`config.mk`:
```
export PLATFORM = sky130hd
export DESIGN_NAME = square_lattice_neighbor_generator_unit
export DESIGN_NICKNAME = d
export VERILOG_FILES = /design/src/rtl/slng_pkg.sv /design/src/rtl/slng_offset.sv /design/src/rtl/slng_select.sv /design/src/rtl/slng_emit.sv /design/src/rtl/square_lattice_neighbor_generator_unit.sv
export SDC_FILE = /design/constraint.sdc
export NUM_CORES = 2
export LEC_CHECK = 0
export BUFFER_PORTS_ARGS = -buffer_cell sky130_fd_sc_hd__buf_2
export CORE_MARGIN = 3
export CORE_UTILIZATION = 58
export DETAILED_ROUTE_END_ITERATION = 12
export PLACE_DENSITY = 0.81
export SYNTH_ARGS = -nofsm -noshare
export SYNTH_HDL_FRONTEND = slang
export SYNTH_SLANG_ARGS = --single-unit
```
`constraint.sdc`:
```
create_clock -name clock -period 31.5 [get_ports clock]
set_clock_uncertainty 0.1 [all_clocks]
set_input_delay 1.575 -clock clock [delete_from_list [all_inputs] [get_ports clock]]
set_output_delay 1.575 -clock clock [all_outputs]
set_load 0.01 [all_outputs]
```
`src/rtl/slng_pkg.sv`:
```
package slng_pkg;

   localparam int COORD_BITS_DEFAULT = 10;
   localparam int CFG_BITS = 11;
   localparam int ORDER_BITS = 11;
   localparam int CSR_INDEX_BITS = 3;
   localparam int QUEUE_DEPTH = 8;
   localparam int PAIRS_PER_SITE = 4;
   localparam int LAST_BITS = $clog2(PAIRS_PER_SITE);

   typedef enum logic [CSR_INDEX_BITS-1:0] {
      CSR_WIDTH  = 3'd0,
      CSR_HEIGHT = 3'd1,
      CSR_ORDER  = 3'd2,
      CSR_WRAP   = 3'd3,
      CSR_MODE   = 3'd4
   } csr_index_type;

   // per-site control that rides along the pipeline
   typedef struct packed {
      logic valid;
      logic even;
      logic wrap;
      logic nbr_list;
   } ctl_type;

   // which offsets stay on the lattice, plus the error condition
   typedef struct packed {
      logic xpo;
      logic xmo;
      logic ypo;
      logic ymo;
      logic err;
   } reach_type;

   typedef struct packed {
      logic                 push;
      logic                 drop;
      logic                 err;
      logic [LAST_BITS-1:0] last_idx;
   } bundle_ctl_type;

   // even order: nbr/2, odd order: (nbr+1)/2
   function automatic logic [ORDER_BITS-1:0] order_distance(
      input logic [ORDER_BITS-1:0] nbr);
      return {1'b0, nbr[ORDER_BITS-1:1]} + {{(ORDER_BITS-1){1'b0}}, nbr[0]};
   endfunction

endpackage

```
`src/rtl/slng_offset.sv`:
```
module slng_offset import slng_pkg::*; #(
   parameter int COORD_BITS = COORD_BITS_DEFAULT
) (
   input  logic                  clock,
   input  logic                  reset,
   input  ctl_type               in_ctl,
   input  logic [COORD_BITS-1:0] in_x,
   input  logic [COORD_BITS-1:0] in_y,
   input  logic [COORD_BITS:0]   in_w,
   input  logic [COORD_BITS:0]   in_h,
   input  logic [ORDER_BITS-1:0] in_k,
   output ctl_type               out_ctl,
   output reach_type             out_reach,
   output logic [COORD_BITS-1:0] out_x,
   output logic [COORD_BITS-1:0] out_y,
   output logic [COORD_BITS-1:0] out_xp,
   output logic [COORD_BITS-1:0] out_xm,
   output logic [COORD_BITS-1:0] out_yp,
   output logic [COORD_BITS-1:0] out_ym
);

   localparam int SIDE_W = COORD_BITS + 1;
   localparam int SUM_W  = ((SIDE_W > ORDER_BITS) ? SIDE_W : ORDER_BITS) + 1;

   // stage a: captured site and configuration
   ctl_type               a_ctl_ff;
   logic [COORD_BITS-1:0] a_x_ff, a_y_ff;
   logic [SIDE_W-1:0]     a_w_ff, a_h_ff;
   logic [ORDER_BITS-1:0] a_k_ff;

   // stage b: raw sums and differences
   ctl_type               b_ctl_ff;
   logic [COORD_BITS-1:0] b_x_ff, b_y_ff;
   logic [SIDE_W-1:0]     b_w_ff, b_h_ff;
   logic [ORDER_BITS-1:0] b_k_ff;
   logic [SUM_W-1:0]      b_tx_ff, b_ty_ff, b_dx_ff, b_dy_ff, b_xw_ff, b_yh_ff;
   logic                  b_gex_ff, b_gey_ff, b_err_ff;
   logic [SUM_W-1:0]      b_tx_in, b_ty_in, b_dx_in, b_dy_in, b_xw_in, b_yh_in;
   logic                  b_gex_in, b_gey_in, b_err_in;

   // stage c: wrapped coordinates
   ctl_type               c_ctl_ff;
   reach_type             c_reach_ff, c_reach_in;
   logic [COORD_BITS-1:0] c_x_ff, c_y_ff;
   logic [COORD_BITS-1:0] c_xp_ff, c_xm_ff, c_yp_ff, c_ym_ff;
   logic [COORD_BITS-1:0] c_xp_in, c_xm_in, c_yp_in, c_ym_in;
   logic [SUM_W-1:0]      xp_sub, xm_sub, yp_sub, ym_sub;

   always_ff @(posedge clock) begin
      if (reset) begin
         a_ctl_ff <= '0;
         b_ctl_ff <= '0;
         c_ctl_ff <= '0;
      end else begin
         a_ctl_ff <= in_ctl;
         b_ctl_ff <= a_ctl_ff;
         c_ctl_ff <= b_ctl_ff;
      end
   end

   always_ff @(posedge clock) begin
      a_x_ff <= in_x;
      a_y_ff <= in_y;
      a_w_ff <= in_w;
      a_h_ff <= in_h;
      a_k_ff <= in_k;
   end

   assign b_tx_in  = SUM_W'(a_x_ff) + SUM_W'(a_k_ff);
   assign b_ty_in  = SUM_W'(a_y_ff) + SUM_W'(a_k_ff);
   assign b_dx_in  = SUM_W'(a_x_ff) - SUM_W'(a_k_ff);
   assign b_dy_in  = SUM_W'(a_y_ff) - SUM_W'(a_k_ff);
   assign b_xw_in  = SUM_W'(a_x_ff) + SUM_W'(a_w_ff);
   assign b_yh_in  = SUM_W'(a_y_ff) + SUM_W'(a_h_ff);
   assign b_gex_in = SUM_W'(a_x_ff) >= SUM_W'(a_k_ff);
   assign b_gey_in = SUM_W'(a_y_ff) >= SUM_W'(a_k_ff);
   assign b_err_in = (SIDE_W'(a_x_ff) >= a_w_ff) || (SIDE_W'(a_y_ff) >= a_h_ff)
                  || (a_ctl_ff.wrap && ((SUM_W'(a_k_ff) > SUM_W'(a_w_ff))
                                     || (SUM_W'(a_k_ff) > SUM_W'(a_h_ff))));

   always_ff @(posedge clock) begin
      b_x_ff   <= a_x_ff;
      b_y_ff   <= a_y_ff;
      b_w_ff   <= a_w_ff;
      b_h_ff   <= a_h_ff;
      b_k_ff   <= a_k_ff;
      b_tx_ff  <= b_tx_in;
      b_ty_ff  <= b_ty_in;
      b_dx_ff  <= b_dx_in;
      b_dy_ff  <= b_dy_in;
      b_xw_ff  <= b_xw_in;
      b_yh_ff  <= b_yh_in;
      b_gex_ff <= b_gex_in;
      b_gey_ff <= b_gey_in;
      b_err_ff <= b_err_in;
   end

   // the wrapped value equals the plain one whenever the offset stays on the lattice
   assign xp_sub = b_tx_ff - SUM_W'(b_w_ff);
   assign yp_sub = b_ty_ff - SUM_W'(b_h_ff);
   assign xm_sub = b_xw_ff - SUM_W'(b_k_ff);
   assign ym_sub = b_yh_ff - SUM_W'(b_k_ff);

   assign c_reach_in.xpo = b_tx_ff < SUM_W'(b_w_ff);
   assign c_reach_in.ypo = b_ty_ff < SUM_W'(b_h_ff);
   assign c_reach_in.xmo = b_gex_ff;
   assign c_reach_in.ymo = b_gey_ff;
   assign c_reach_in.err = b_err_ff;

   assign c_xp_in = c_reach_in.xpo ? b_tx_ff[COORD_BITS-1:0] : xp_sub[COORD_BITS-1:0];
   assign c_yp_in = c_reach_in.ypo ? b_ty_ff[COORD_BITS-1:0] : yp_sub[COORD_BITS-1:0];
   assign c_xm_in = b_gex_ff ? b_dx_ff[COORD_BITS-1:0] : xm_sub[COORD_BITS-1:0];
   assign c_ym_in = b_gey_ff ? b_dy_ff[COORD_BITS-1:0] : ym_sub[COORD_BITS-1:0];

   always_ff @(posedge clock) begin
      c_reach_ff <= c_reach_in;
      c_x_ff     <= b_x_ff;
      c_y_ff     <= b_y_ff;
      c_xp_ff    <= c_xp_in;
      c_xm_ff    <= c_xm_in;
      c_yp_ff    <= c_yp_in;
      c_ym_ff    <= c_ym_in;
   end

   assign out_ctl   = c_ctl_ff;
   assign out_reach = c_reach_ff;
   assign out_x     = c_x_ff;
   assign out_y     = c_y_ff;
   assign out_xp    = c_xp_ff;
   assign out_xm    = c_xm_ff;
   assign out_yp    = c_yp_ff;
   assign out_ym    = c_ym_ff;

endmodule

```
`src/rtl/slng_select.sv`:
```
module slng_select import slng_pkg::*; #(
   parameter int COORD_BITS = COORD_BITS_DEFAULT
) (
   input  logic                                     clock,
   input  logic                                     reset,
   input  ctl_type                                  in_ctl,
   input  reach_type                                in_reach,
   input  logic [COORD_BITS-1:0]                    in_x,
   input  logic [COORD_BITS-1:0]                    in_y,
   input  logic [COORD_BITS-1:0]                    in_xp,
   input  logic [COORD_BITS-1:0]                    in_xm,
   input  logic [COORD_BITS-1:0]                    in_yp,
   input  logic [COORD_BITS-1:0]                    in_ym,
   output bundle_ctl_type                           out_ctl,
   output logic [PAIRS_PER_SITE-1:0][4*COORD_BITS-1:0] out_pairs
);

   localparam int PAIR_W = 4 * COORD_BITS;
   localparam int CNT_W  = $clog2(PAIRS_PER_SITE + 1);

   logic [PAIRS_PER_SITE-1:0][PAIR_W-1:0] cand;
   logic [PAIRS_PER_SITE-1:0]             cand_ok;
   logic [PAIRS_PER_SITE-1:0][PAIR_W-1:0] pairs_in, pairs_ff;
   logic [CNT_W-1:0]                      count_in, count_m1;
   logic                                  valid_ff;
   logic                                  any_ff;
   logic                                  err_ff;
   logic [LAST_BITS-1:0]                  last_ff;
   logic [COORD_BITS-1:0]                 zero_c;

   assign zero_c = '0;

   // candidate pairs in emission order, each word is {from_x, from_y, to_x, to_y}
   always_comb begin
      cand    = '0;
      cand_ok = '0;
      if (in_reach.err) begin
         cand[0] = {in_x, in_y, zero_c, zero_c};
         cand_ok = 4'b0001;
      end else if (in_ctl.nbr_list) begin
         if (in_ctl.even) begin
            cand[0] = {in_x, in_y, in_xp, in_yp};
            cand[1] = {in_x, in_y, in_xm, in_yp};
            cand[2] = {in_x, in_y, in_xp, in_ym};
            cand[3] = {in_x, in_y, in_xm, in_ym};
            cand_ok = in_ctl.wrap ? 4'b1111
                    : {in_reach.xmo & in_reach.ymo, in_reach.xpo & in_reach.ymo,
                       in_reach.xmo & in_reach.ypo, in_reach.xpo & in_reach.ypo};
         end else begin
            cand[0] = {in_x, in_y, in_xp, in_y};
            cand[1] = {in_x, in_y, in_xm, in_y};
            cand[2] = {in_x, in_y, in_x, in_yp};
            cand[3] = {in_x, in_y, in_x, in_ym};
            cand_ok = in_ctl.wrap ? 4'b1111
                    : {in_reach.ymo, in_reach.ypo, in_reach.xmo, in_reach.xpo};
         end
      end else if (in_ctl.even) begin
         cand[0] = {in_x, in_y, in_xp, in_yp};
         cand[1] = {in_x, in_yp, in_xp, in_y};
         cand_ok = (in_ctl.wrap || (in_reach.xpo && in_reach.ypo)) ? 4'b0011 : 4'b0000;
      end else if (in_ctl.wrap) begin
         cand[0] = {in_x, in_y, in_xp, in_y};
         cand[1] = {in_x, in_y, in_x, in_yp};
         cand_ok = 4'b0011;
      end else begin
         // open bonds: the y bond comes first
         cand[0] = {in_x, in_y, in_x, in_yp};
         cand[1] = {in_x, in_y, in_xp, in_y};
         cand_ok = {2'b00, in_reach.xpo, in_reach.ypo};
      end
   end

   // pack the surviving pairs to the front
   always_comb begin
      logic [CNT_W-1:0] n;
      n        = '0;
      pairs_in = '0;
      for (int i = 0; i < PAIRS_PER_SITE; i++) begin
         if (cand_ok[i]) begin
            pairs_in[n[LAST_BITS-1:0]] = cand[i];
            n = n + CNT_W'(1);
         end
      end
      count_in = n;
   end

   assign count_m1 = count_in - CNT_W'(1);

   always_ff @(posedge clock) begin
      if (reset) begin
         valid_ff <= 1'b0;
      end else begin
         valid_ff <= in_ctl.valid;
      end
   end

   always_ff @(posedge clock) begin
      pairs_ff <= pairs_in;
      any_ff   <= count_in != '0;
      err_ff   <= in_reach.err;
      last_ff  <= count_m1[LAST_BITS-1:0];
   end

   assign out_ctl.push     = valid_ff && any_ff;
   assign out_ctl.drop     = valid_ff && !any_ff;
   assign out_ctl.err      = err_ff;
   assign out_ctl.last_idx = last_ff;
   assign out_pairs        = pairs_ff;

endmodule

```
`src/rtl/slng_emit.sv`:
```
module slng_emit import slng_pkg::*; #(
   parameter int COORD_BITS = COORD_BITS_DEFAULT
) (
   input  logic                                         clock,
   input  logic                                         reset,
   input  bundle_ctl_type                               in_ctl,
   input  logic [PAIRS_PER_SITE-1:0][4*COORD_BITS-1:0] in_pairs,
   output logic                                         pop,
   output logic                                         rsp_valid,
   output logic [COORD_BITS-1:0]                        rsp_from_x,
   output logic [COORD_BITS-1:0]                        rsp_from_y,
   output logic [COORD_BITS-1:0]                        rsp_to_x,
   output logic [COORD_BITS-1:0]                        rsp_to_y,
   output logic                                         rsp_last_pair,
   output logic                                         rsp_error_flag
);

   localparam int PAIR_W = 4 * COORD_BITS;
   localparam int PTR_W  = $clog2(QUEUE_DEPTH);
   localparam int FILL_W = $clog2(QUEUE_DEPTH + 1);

   logic [PAIRS_PER_SITE-1:0][PAIR_W-1:0] q_pairs_ff [QUEUE_DEPTH];
   logic [LAST_BITS-1:0]                  q_last_ff  [QUEUE_DEPTH];
   logic                                  q_err_ff   [QUEUE_DEPTH];

   logic [PTR_W-1:0]     wr_ptr_ff, wr_ptr_in;
   logic [PTR_W-1:0]     rd_ptr_ff, rd_ptr_in;
   logic [FILL_W-1:0]    fill_ff, fill_in;
   logic [LAST_BITS-1:0] sel_ff, sel_in;
   logic                 have;
   logic [PAIR_W-1:0]    head_pair;
   logic [LAST_BITS-1:0] head_last;
   logic                 head_err;

   logic                  valid_ff;
   logic [PAIR_W-1:0]     pair_ff;
   logic                  last_ff;
   logic                  err_ff;

   assign have      = fill_ff != '0;
   assign head_pair = q_pairs_ff[rd_ptr_ff][sel_ff];
   assign head_last = q_last_ff[rd_ptr_ff];
   assign head_err  = q_err_ff[rd_ptr_ff];
   assign pop       = have && (sel_ff == head_last);

   assign wr_ptr_in = in_ctl.push ? wr_ptr_ff + PTR_W'(1) : wr_ptr_ff;
   assign rd_ptr_in = pop ? rd_ptr_ff + PTR_W'(1) : rd_ptr_ff;
   assign fill_in   = fill_ff + FILL_W'(in_ctl.push) - FILL_W'(pop);
   assign sel_in    = pop ? '0 : (have ? sel_ff + LAST_BITS'(1) : sel_ff);

   always_ff @(posedge clock) begin
      if (reset) begin
         wr_ptr_ff <= '0;
         rd_ptr_ff <= '0;
         fill_ff   <= '0;
         sel_ff    <= '0;
         valid_ff  <= 1'b0;
      end else begin
         wr_ptr_ff <= wr_ptr_in;
         rd_ptr_ff <= rd_ptr_in;
         fill_ff   <= fill_in;
         sel_ff    <= sel_in;
         valid_ff  <= have;
      end
   end

   always_ff @(posedge clock) begin
      if (in_ctl.push) begin
         q_pairs_ff[wr_ptr_ff] <= in_pairs;
         q_last_ff[wr_ptr_ff]  <= in_ctl.last_idx;
         q_err_ff[wr_ptr_ff]   <= in_ctl.err;
      end
   end

   // one word per cycle from the head entry while the queue is not empty
   always_ff @(posedge clock) begin
      pair_ff <= head_pair;
      last_ff <= pop;
      err_ff  <= head_err;
   end

   assign rsp_valid      = valid_ff;
   assign rsp_from_x     = pair_ff[4*COORD_BITS-1:3*COORD_BITS];
   assign rsp_from_y     = pair_ff[3*COORD_BITS-1:2*COORD_BITS];
   assign rsp_to_x       = pair_ff[2*COORD_BITS-1:COORD_BITS];
   assign rsp_to_y       = pair_ff[COORD_BITS-1:0];
   assign rsp_last_pair  = last_ff;
   assign rsp_error_flag = err_ff;

endmodule

```
`src/rtl/square_lattice_neighbor_generator_unit.sv`:
```
// the first word of a site passes offset stages a, b and c, the select register,
// the result queue and the output register; the rest of its words follow one per cycle
// throughput: one word per cycle on the single result port; a site yields up to
// 4 words, and a site with no word is dropped before the result queue
// up to 8 sites may be in flight; busy rises while all 8 result slots are held
// reset is synchronous: registers return to their defaults, pipeline and queue empty
module square_lattice_neighbor_generator_unit import slng_pkg::*; #(
   parameter int COORD_BITS = COORD_BITS_DEFAULT
) (
   input  logic                      clock,
   input  logic                      reset,
   input  logic                      start,
   output logic                      busy,
   input  logic [COORD_BITS-1:0]     req_site_x,
   input  logic [COORD_BITS-1:0]     req_site_y,
   output logic                      rsp_valid,
   output logic [COORD_BITS-1:0]     rsp_from_x,
   output logic [COORD_BITS-1:0]     rsp_from_y,
   output logic [COORD_BITS-1:0]     rsp_to_x,
   output logic [COORD_BITS-1:0]     rsp_to_y,
   output logic                      rsp_last_pair,
   output logic                      rsp_error_flag,
   input  logic                      csr_we,
   input  logic [CSR_INDEX_BITS-1:0] csr_index,
   input  logic [CFG_BITS-1:0]       csr_wdata
);

   localparam int SIDE_W = COORD_BITS + 1;
   localparam int OUT_W  = $clog2(QUEUE_DEPTH + 1);
   localparam logic [SIDE_W-1:0] SIDE_CAP = {1'b1, {COORD_BITS{1'b0}}};

   logic [CFG_BITS-1:0]   width_ff, height_ff;
   logic [ORDER_BITS-1:0] order_ff;
   logic                  wrap_ff, mode_ff;

   logic [SIDE_W-1:0]     side_w_raw, side_h_raw, side_w, side_h;
   logic                  accept;
   ctl_type               in_ctl;
   logic [OUT_W-1:0]      outstanding_ff, outstanding_in;

   ctl_type               c_ctl;
   reach_type             c_reach;
   logic [COORD_BITS-1:0] c_x, c_y, c_xp, c_xm, c_yp, c_ym;
   bundle_ctl_type        d_ctl;
   logic [PAIRS_PER_SITE-1:0][4*COORD_BITS-1:0] d_pairs;
   logic                  pop;

   always_ff @(posedge clock) begin
      if (reset) begin
         width_ff  <= CFG_BITS'(1);
         height_ff <= CFG_BITS'(1);
         order_ff  <= ORDER_BITS'(1);
         wrap_ff   <= 1'b0;
         mode_ff   <= 1'b1;
      end else if (csr_we) begin
         unique case (csr_index)
            CSR_WIDTH:  width_ff  <= csr_wdata;
            CSR_HEIGHT: height_ff <= csr_wdata;
            CSR_ORDER:  order_ff  <= csr_wdata[ORDER_BITS-1:0];
            CSR_WRAP:   wrap_ff   <= csr_wdata[0];
            CSR_MODE:   mode_ff   <= csr_wdata[0];
            default: ;
         endcase
      end
   end

   // sides are clipped to the coordinate range
   assign side_w_raw = SIDE_W'(width_ff);
   assign side_h_raw = SIDE_W'(height_ff);
   assign side_w     = (side_w_raw > SIDE_CAP) ? SIDE_CAP : side_w_raw;
   assign side_h     = (side_h_raw > SIDE_CAP) ? SIDE_CAP : side_h_raw;

   // each site holds a slot from acceptance until its last word leaves the queue, or until it is dropped with no word
   assign busy   = outstanding_ff == OUT_W'(QUEUE_DEPTH);
   assign accept = start && !busy;

   assign in_ctl.valid    = accept;
   assign in_ctl.even     = !order_ff[0];
   assign in_ctl.wrap     = wrap_ff;
   assign in_ctl.nbr_list = mode_ff;

   assign outstanding_in = outstanding_ff + OUT_W'(accept) - OUT_W'(pop)
                         - OUT_W'(d_ctl.drop);

   always_ff @(posedge clock) begin
      if (reset) begin
         outstanding_ff <= '0;
      end else begin
         outstanding_ff <= outstanding_in;
      end
   end

   slng_offset #(
      .COORD_BITS(COORD_BITS)
   ) u_offset (
      .clock     (clock),
      .reset     (reset),
      .in_ctl    (in_ctl),
      .in_x      (req_site_x),
      .in_y      (req_site_y),
      .in_w      (side_w),
      .in_h      (side_h),
      .in_k      (order_distance(order_ff)),
      .out_ctl   (c_ctl),
      .out_reach (c_reach),
      .out_x     (c_x),
      .out_y     (c_y),
      .out_xp    (c_xp),
      .out_xm    (c_xm),
      .out_yp    (c_yp),
      .out_ym    (c_ym)
   );

   slng_select #(
      .COORD_BITS(COORD_BITS)
   ) u_select (
      .clock     (clock),
      .reset     (reset),
      .in_ctl    (c_ctl),
      .in_reach  (c_reach),
      .in_x      (c_x),
      .in_y      (c_y),
      .in_xp     (c_xp),
      .in_xm     (c_xm),
      .in_yp     (c_yp),
      .in_ym     (c_ym),
      .out_ctl   (d_ctl),
      .out_pairs (d_pairs)
   );

   slng_emit #(
      .COORD_BITS(COORD_BITS)
   ) u_emit (
      .clock          (clock),
      .reset          (reset),
      .in_ctl         (d_ctl),
      .in_pairs       (d_pairs),
      .pop            (pop),
      .rsp_valid      (rsp_valid),
      .rsp_from_x     (rsp_from_x),
      .rsp_from_y     (rsp_from_y),
      .rsp_to_x       (rsp_to_x),
      .rsp_to_y       (rsp_to_y),
      .rsp_last_pair  (rsp_last_pair),
      .rsp_error_flag (rsp_error_flag)
   );

   a_slots_bounded: assert property (@(posedge clock) disable iff (reset)
      outstanding_ff <= OUT_W'(QUEUE_DEPTH))
      else $error("more sites in flight than result slots");

   a_error_is_last: assert property (@(posedge clock) disable iff (reset)
      rsp_valid && rsp_error_flag |-> rsp_last_pair)
      else $error("error word not marked as last");

   a_slot_taken: assert property (@(posedge clock) disable iff (reset)
      accept && !pop && !d_ctl.drop |=> outstanding_ff == $past(outstanding_ff) + OUT_W'(1))
      else $error("accepted site did not take a slot");

endmodule

```
==> metrics.txt <==
status=complete, no violations; CTS Hold Buffers Added=0; GRT met2 Usage=0.422; Post-Synth Simple-Gate Area=0.0446; # IOs=82; sequential fraction of the synthesis area=0.703; layout cells sized above 1=0.209; NumNets Final=4310; final WL=162000 um; Critical Path RT=32050 ps; GR Overflow Total=0; Worst-Skew Late Latency=780 ps; met1 usage=0.356; Max Cap Viol=0; R2R depth=6; Worst EP arrival=5530 ps; Pre-antenna DRT Iters=6; TNS Setup=0 ps; worst setup path class=reg2reg; DR DRC count=0; PD cells=69.9 mW/mm2; Max Slew Vio Count=0; Fmax=201 MHz; post-synthesis adder-cell area fraction=0.0314; area of the multi-input gates=0.0196 mm2; Slew @ Worst Pin=between 1000 and 1500 ps; top-area cell type share of the netlist area=0.558; CTS root buf=clkbuf_16; largest net degree at the start of global routing=156; DRT antenna net count=0; mean post-synth cell area=17.5 um2; hold crit path type=reg2reg; commonest non-fill, non-tap cell in the layout=edfxtp_1; critical path's largest stage delay=~940 ps; Fin. Hold Viols=0; Avg WL per Cell=27.6 um; commonest cells after routing, fill and taps aside=1304 x edfxtp_1, 503 x dfxtp_1, 406 x mux4_2, 196 x nand2_1, 179 x clkbuf_16; CTS max path bufs=3; unrepaired setup endpoints after global routing=false; Worst setup SP type=register; TritonCTS clock tree=yes; H-tree levels=4; CP Max Fanout=113; largest family of logic cells by synthesized area=multiplexers; Top Usage Layer GRT=met2; initial antenna violation count=1; worst hold path depth=0; Post-synth EDFFs=between 1000 and 1500; Post-DP Area=0.0722 mm2; cell taking the most area after synthesis=edfxtp_1; Layout area overhead=11.0%; post-DP HPWL=around 87000 um; Buf+Inv Stages, Crit Path=3; crit path max-delay cell type=buf_4; CTS Buf Count=170; crit path capture type=register; Die X=around 350 um; Sequential Area=0.0494 mm2; CP top delay family=buffers and inverters; # resized after CTS=0; Yosys cell types=82; Post-Syn Nets=about 4200; vias in the first global route=between 30000 and 40000; gpl congestion=0.948; clk slew on worst S/H paths=60 ps; Initial Util=0.590; post-synthesis mux area share=0.147; post-route design area=between 0.07 and 0.08 mm2; Post-Syn Area=0.0702 mm2; flops & latches, synth=approximately 1800; global-route wire length before repair=approximately 250000 um; Final setup viols=0; initial drt markers=4731; Synth Flop Type=edfxtp_1; Yosys Warn Count=0; Gate Count Post-Synth=4003; Synth Area in Compound Gates=0.0444; row count=126; final worst path period share=0.158; fillers=7435; met3 Use GR=0.0464; Max-slew headroom=0.216; CP cell instances=buf_12 > buf_4 > buf_4 > mux4_2 > mux4_2 > mux2_2; CTS Sinks=around 1800; Post-CTS Setup Inserts=0; die area=0.125 mm2; synth top area cells=edfxtp_1 56%, dfxtp_1 15%, mux4_2 13%; WHS=226 ps; Die Y-Extent=between 300 and 400 um; VDD IR max=0.0000484 V; vias=37599; leakage power=26.9 nW; Async SR Flop Fraction=0; vias per cell=6.42; Crit path depth=6; core area=0.119 mm2; GRT Util Overall=0.261; IO Port Bufs=81; Synth Area in XOR/XNOR=0.0106; min Tclk post-route=4970 ps
==> logic make-up after synthesis <==
kind of cell               after synthesis
AOI/OAI and AO/OA                      465
xor gates and xnor gates                85
adders and majority gates              169
buffers and inverters                  328
DFF                                   1813
muxes                                  514
and+or+nand+nor                        629
==> cell usage after synthesis, drive strengths merged (11+ instances only) <==
cell	n
edfxtp	1304
dfxtp	509
mux4	406
nand2	197
ha	157
inv	136
nor2	127
a21oi	119
clkbuf	114
nor2b	107
o21ai	100
buf	78
mux2	60
mux2i	48
xor2	43
xnor2	42
o22ai	34
nor3	32
or3	31
nand3	27
nand2b	22
o21a	22
o31ai	21
o211ai	19
and2	17
a21o	15
o221ai	15
a211oi	13
nand4	13
fa	12
and3	11
o21bai	11
o32ai	11
==> power by group <==
group / internal [W] / switching, W
clock network: 0.00120 / 0.000873
registers: 0.00262 / 0.000103
logic: 0.000340 / 0.000321
total: 0.00415 / 0.00130
==> area by class of cell <==
type                            count  area share
Antenna cell                        2   0.0000642
Clock buffer                      242      0.0630
Clock inverter                     77     0.00995
Inverter                          136     0.00655
Multi-Input combinational cell   1862       0.251
Sequential cell                  1813       0.633
Tap cell                         1600      0.0257
Timing Repair Buffer              120      0.0102
==> per-stage QoR <==
stage / power [W] / utilization / cells / worst slack, ps
after floorplan: 0.00323 / - / 4003 / 14400
after detailed placement: 0.00342 / 0.607 / 5531 / 26370
after CTS: 0.00548 / 0.655 / 5850 / 26310
final: 0.00545 / 0.655 / 5852 / 26530
after global placement: 0.00341 / 0.607 / 5531 / 26420
after global routing: 0.00562 / 0.655 / 5850 / 25970
==> state kept, by name, summed over array words and instances (netlist names), 12 cells and up, named ones only <==
register / cells
u_select.out_pairs: 160
u_offset.b_ty_ff: 12
u_emit.q_last_ff: 16
u_emit.pair_ff: 40
u_offset.b_tx_ff: 12
u_emit.q_pairs_ff: 1280
==> routing by layer <==
layer / vias up / share of wire
met4: 0 / 0.042
li1: 15833 / -
met3: 401 / 0.087
met2: 2202 / 0.49
met5: - / 0
met1: 19163 / 0.38
==> worst paths after layout <==
check | startpoint | to | slack, ps
worst min-delay path | u_offset.b_x_ff[2] | u_offset.out_x[2] | 230
worst min register to register | u_offset.b_x_ff[2] | u_offset.out_x[2] | 230
worst max-delay path | register | u_emit.pair_ff[6] | 26530
worst max register to register | register | u_emit.pair_ff[6] | 26530
==> worst reg2reg max path, delay by kind of cell, from the launching register on <==
family                 cells  cell delay [ps]
buffers and inverters      3             2660
muxes                      3             1440
DFF                        1              660
(Power assumes the default switching activity.)
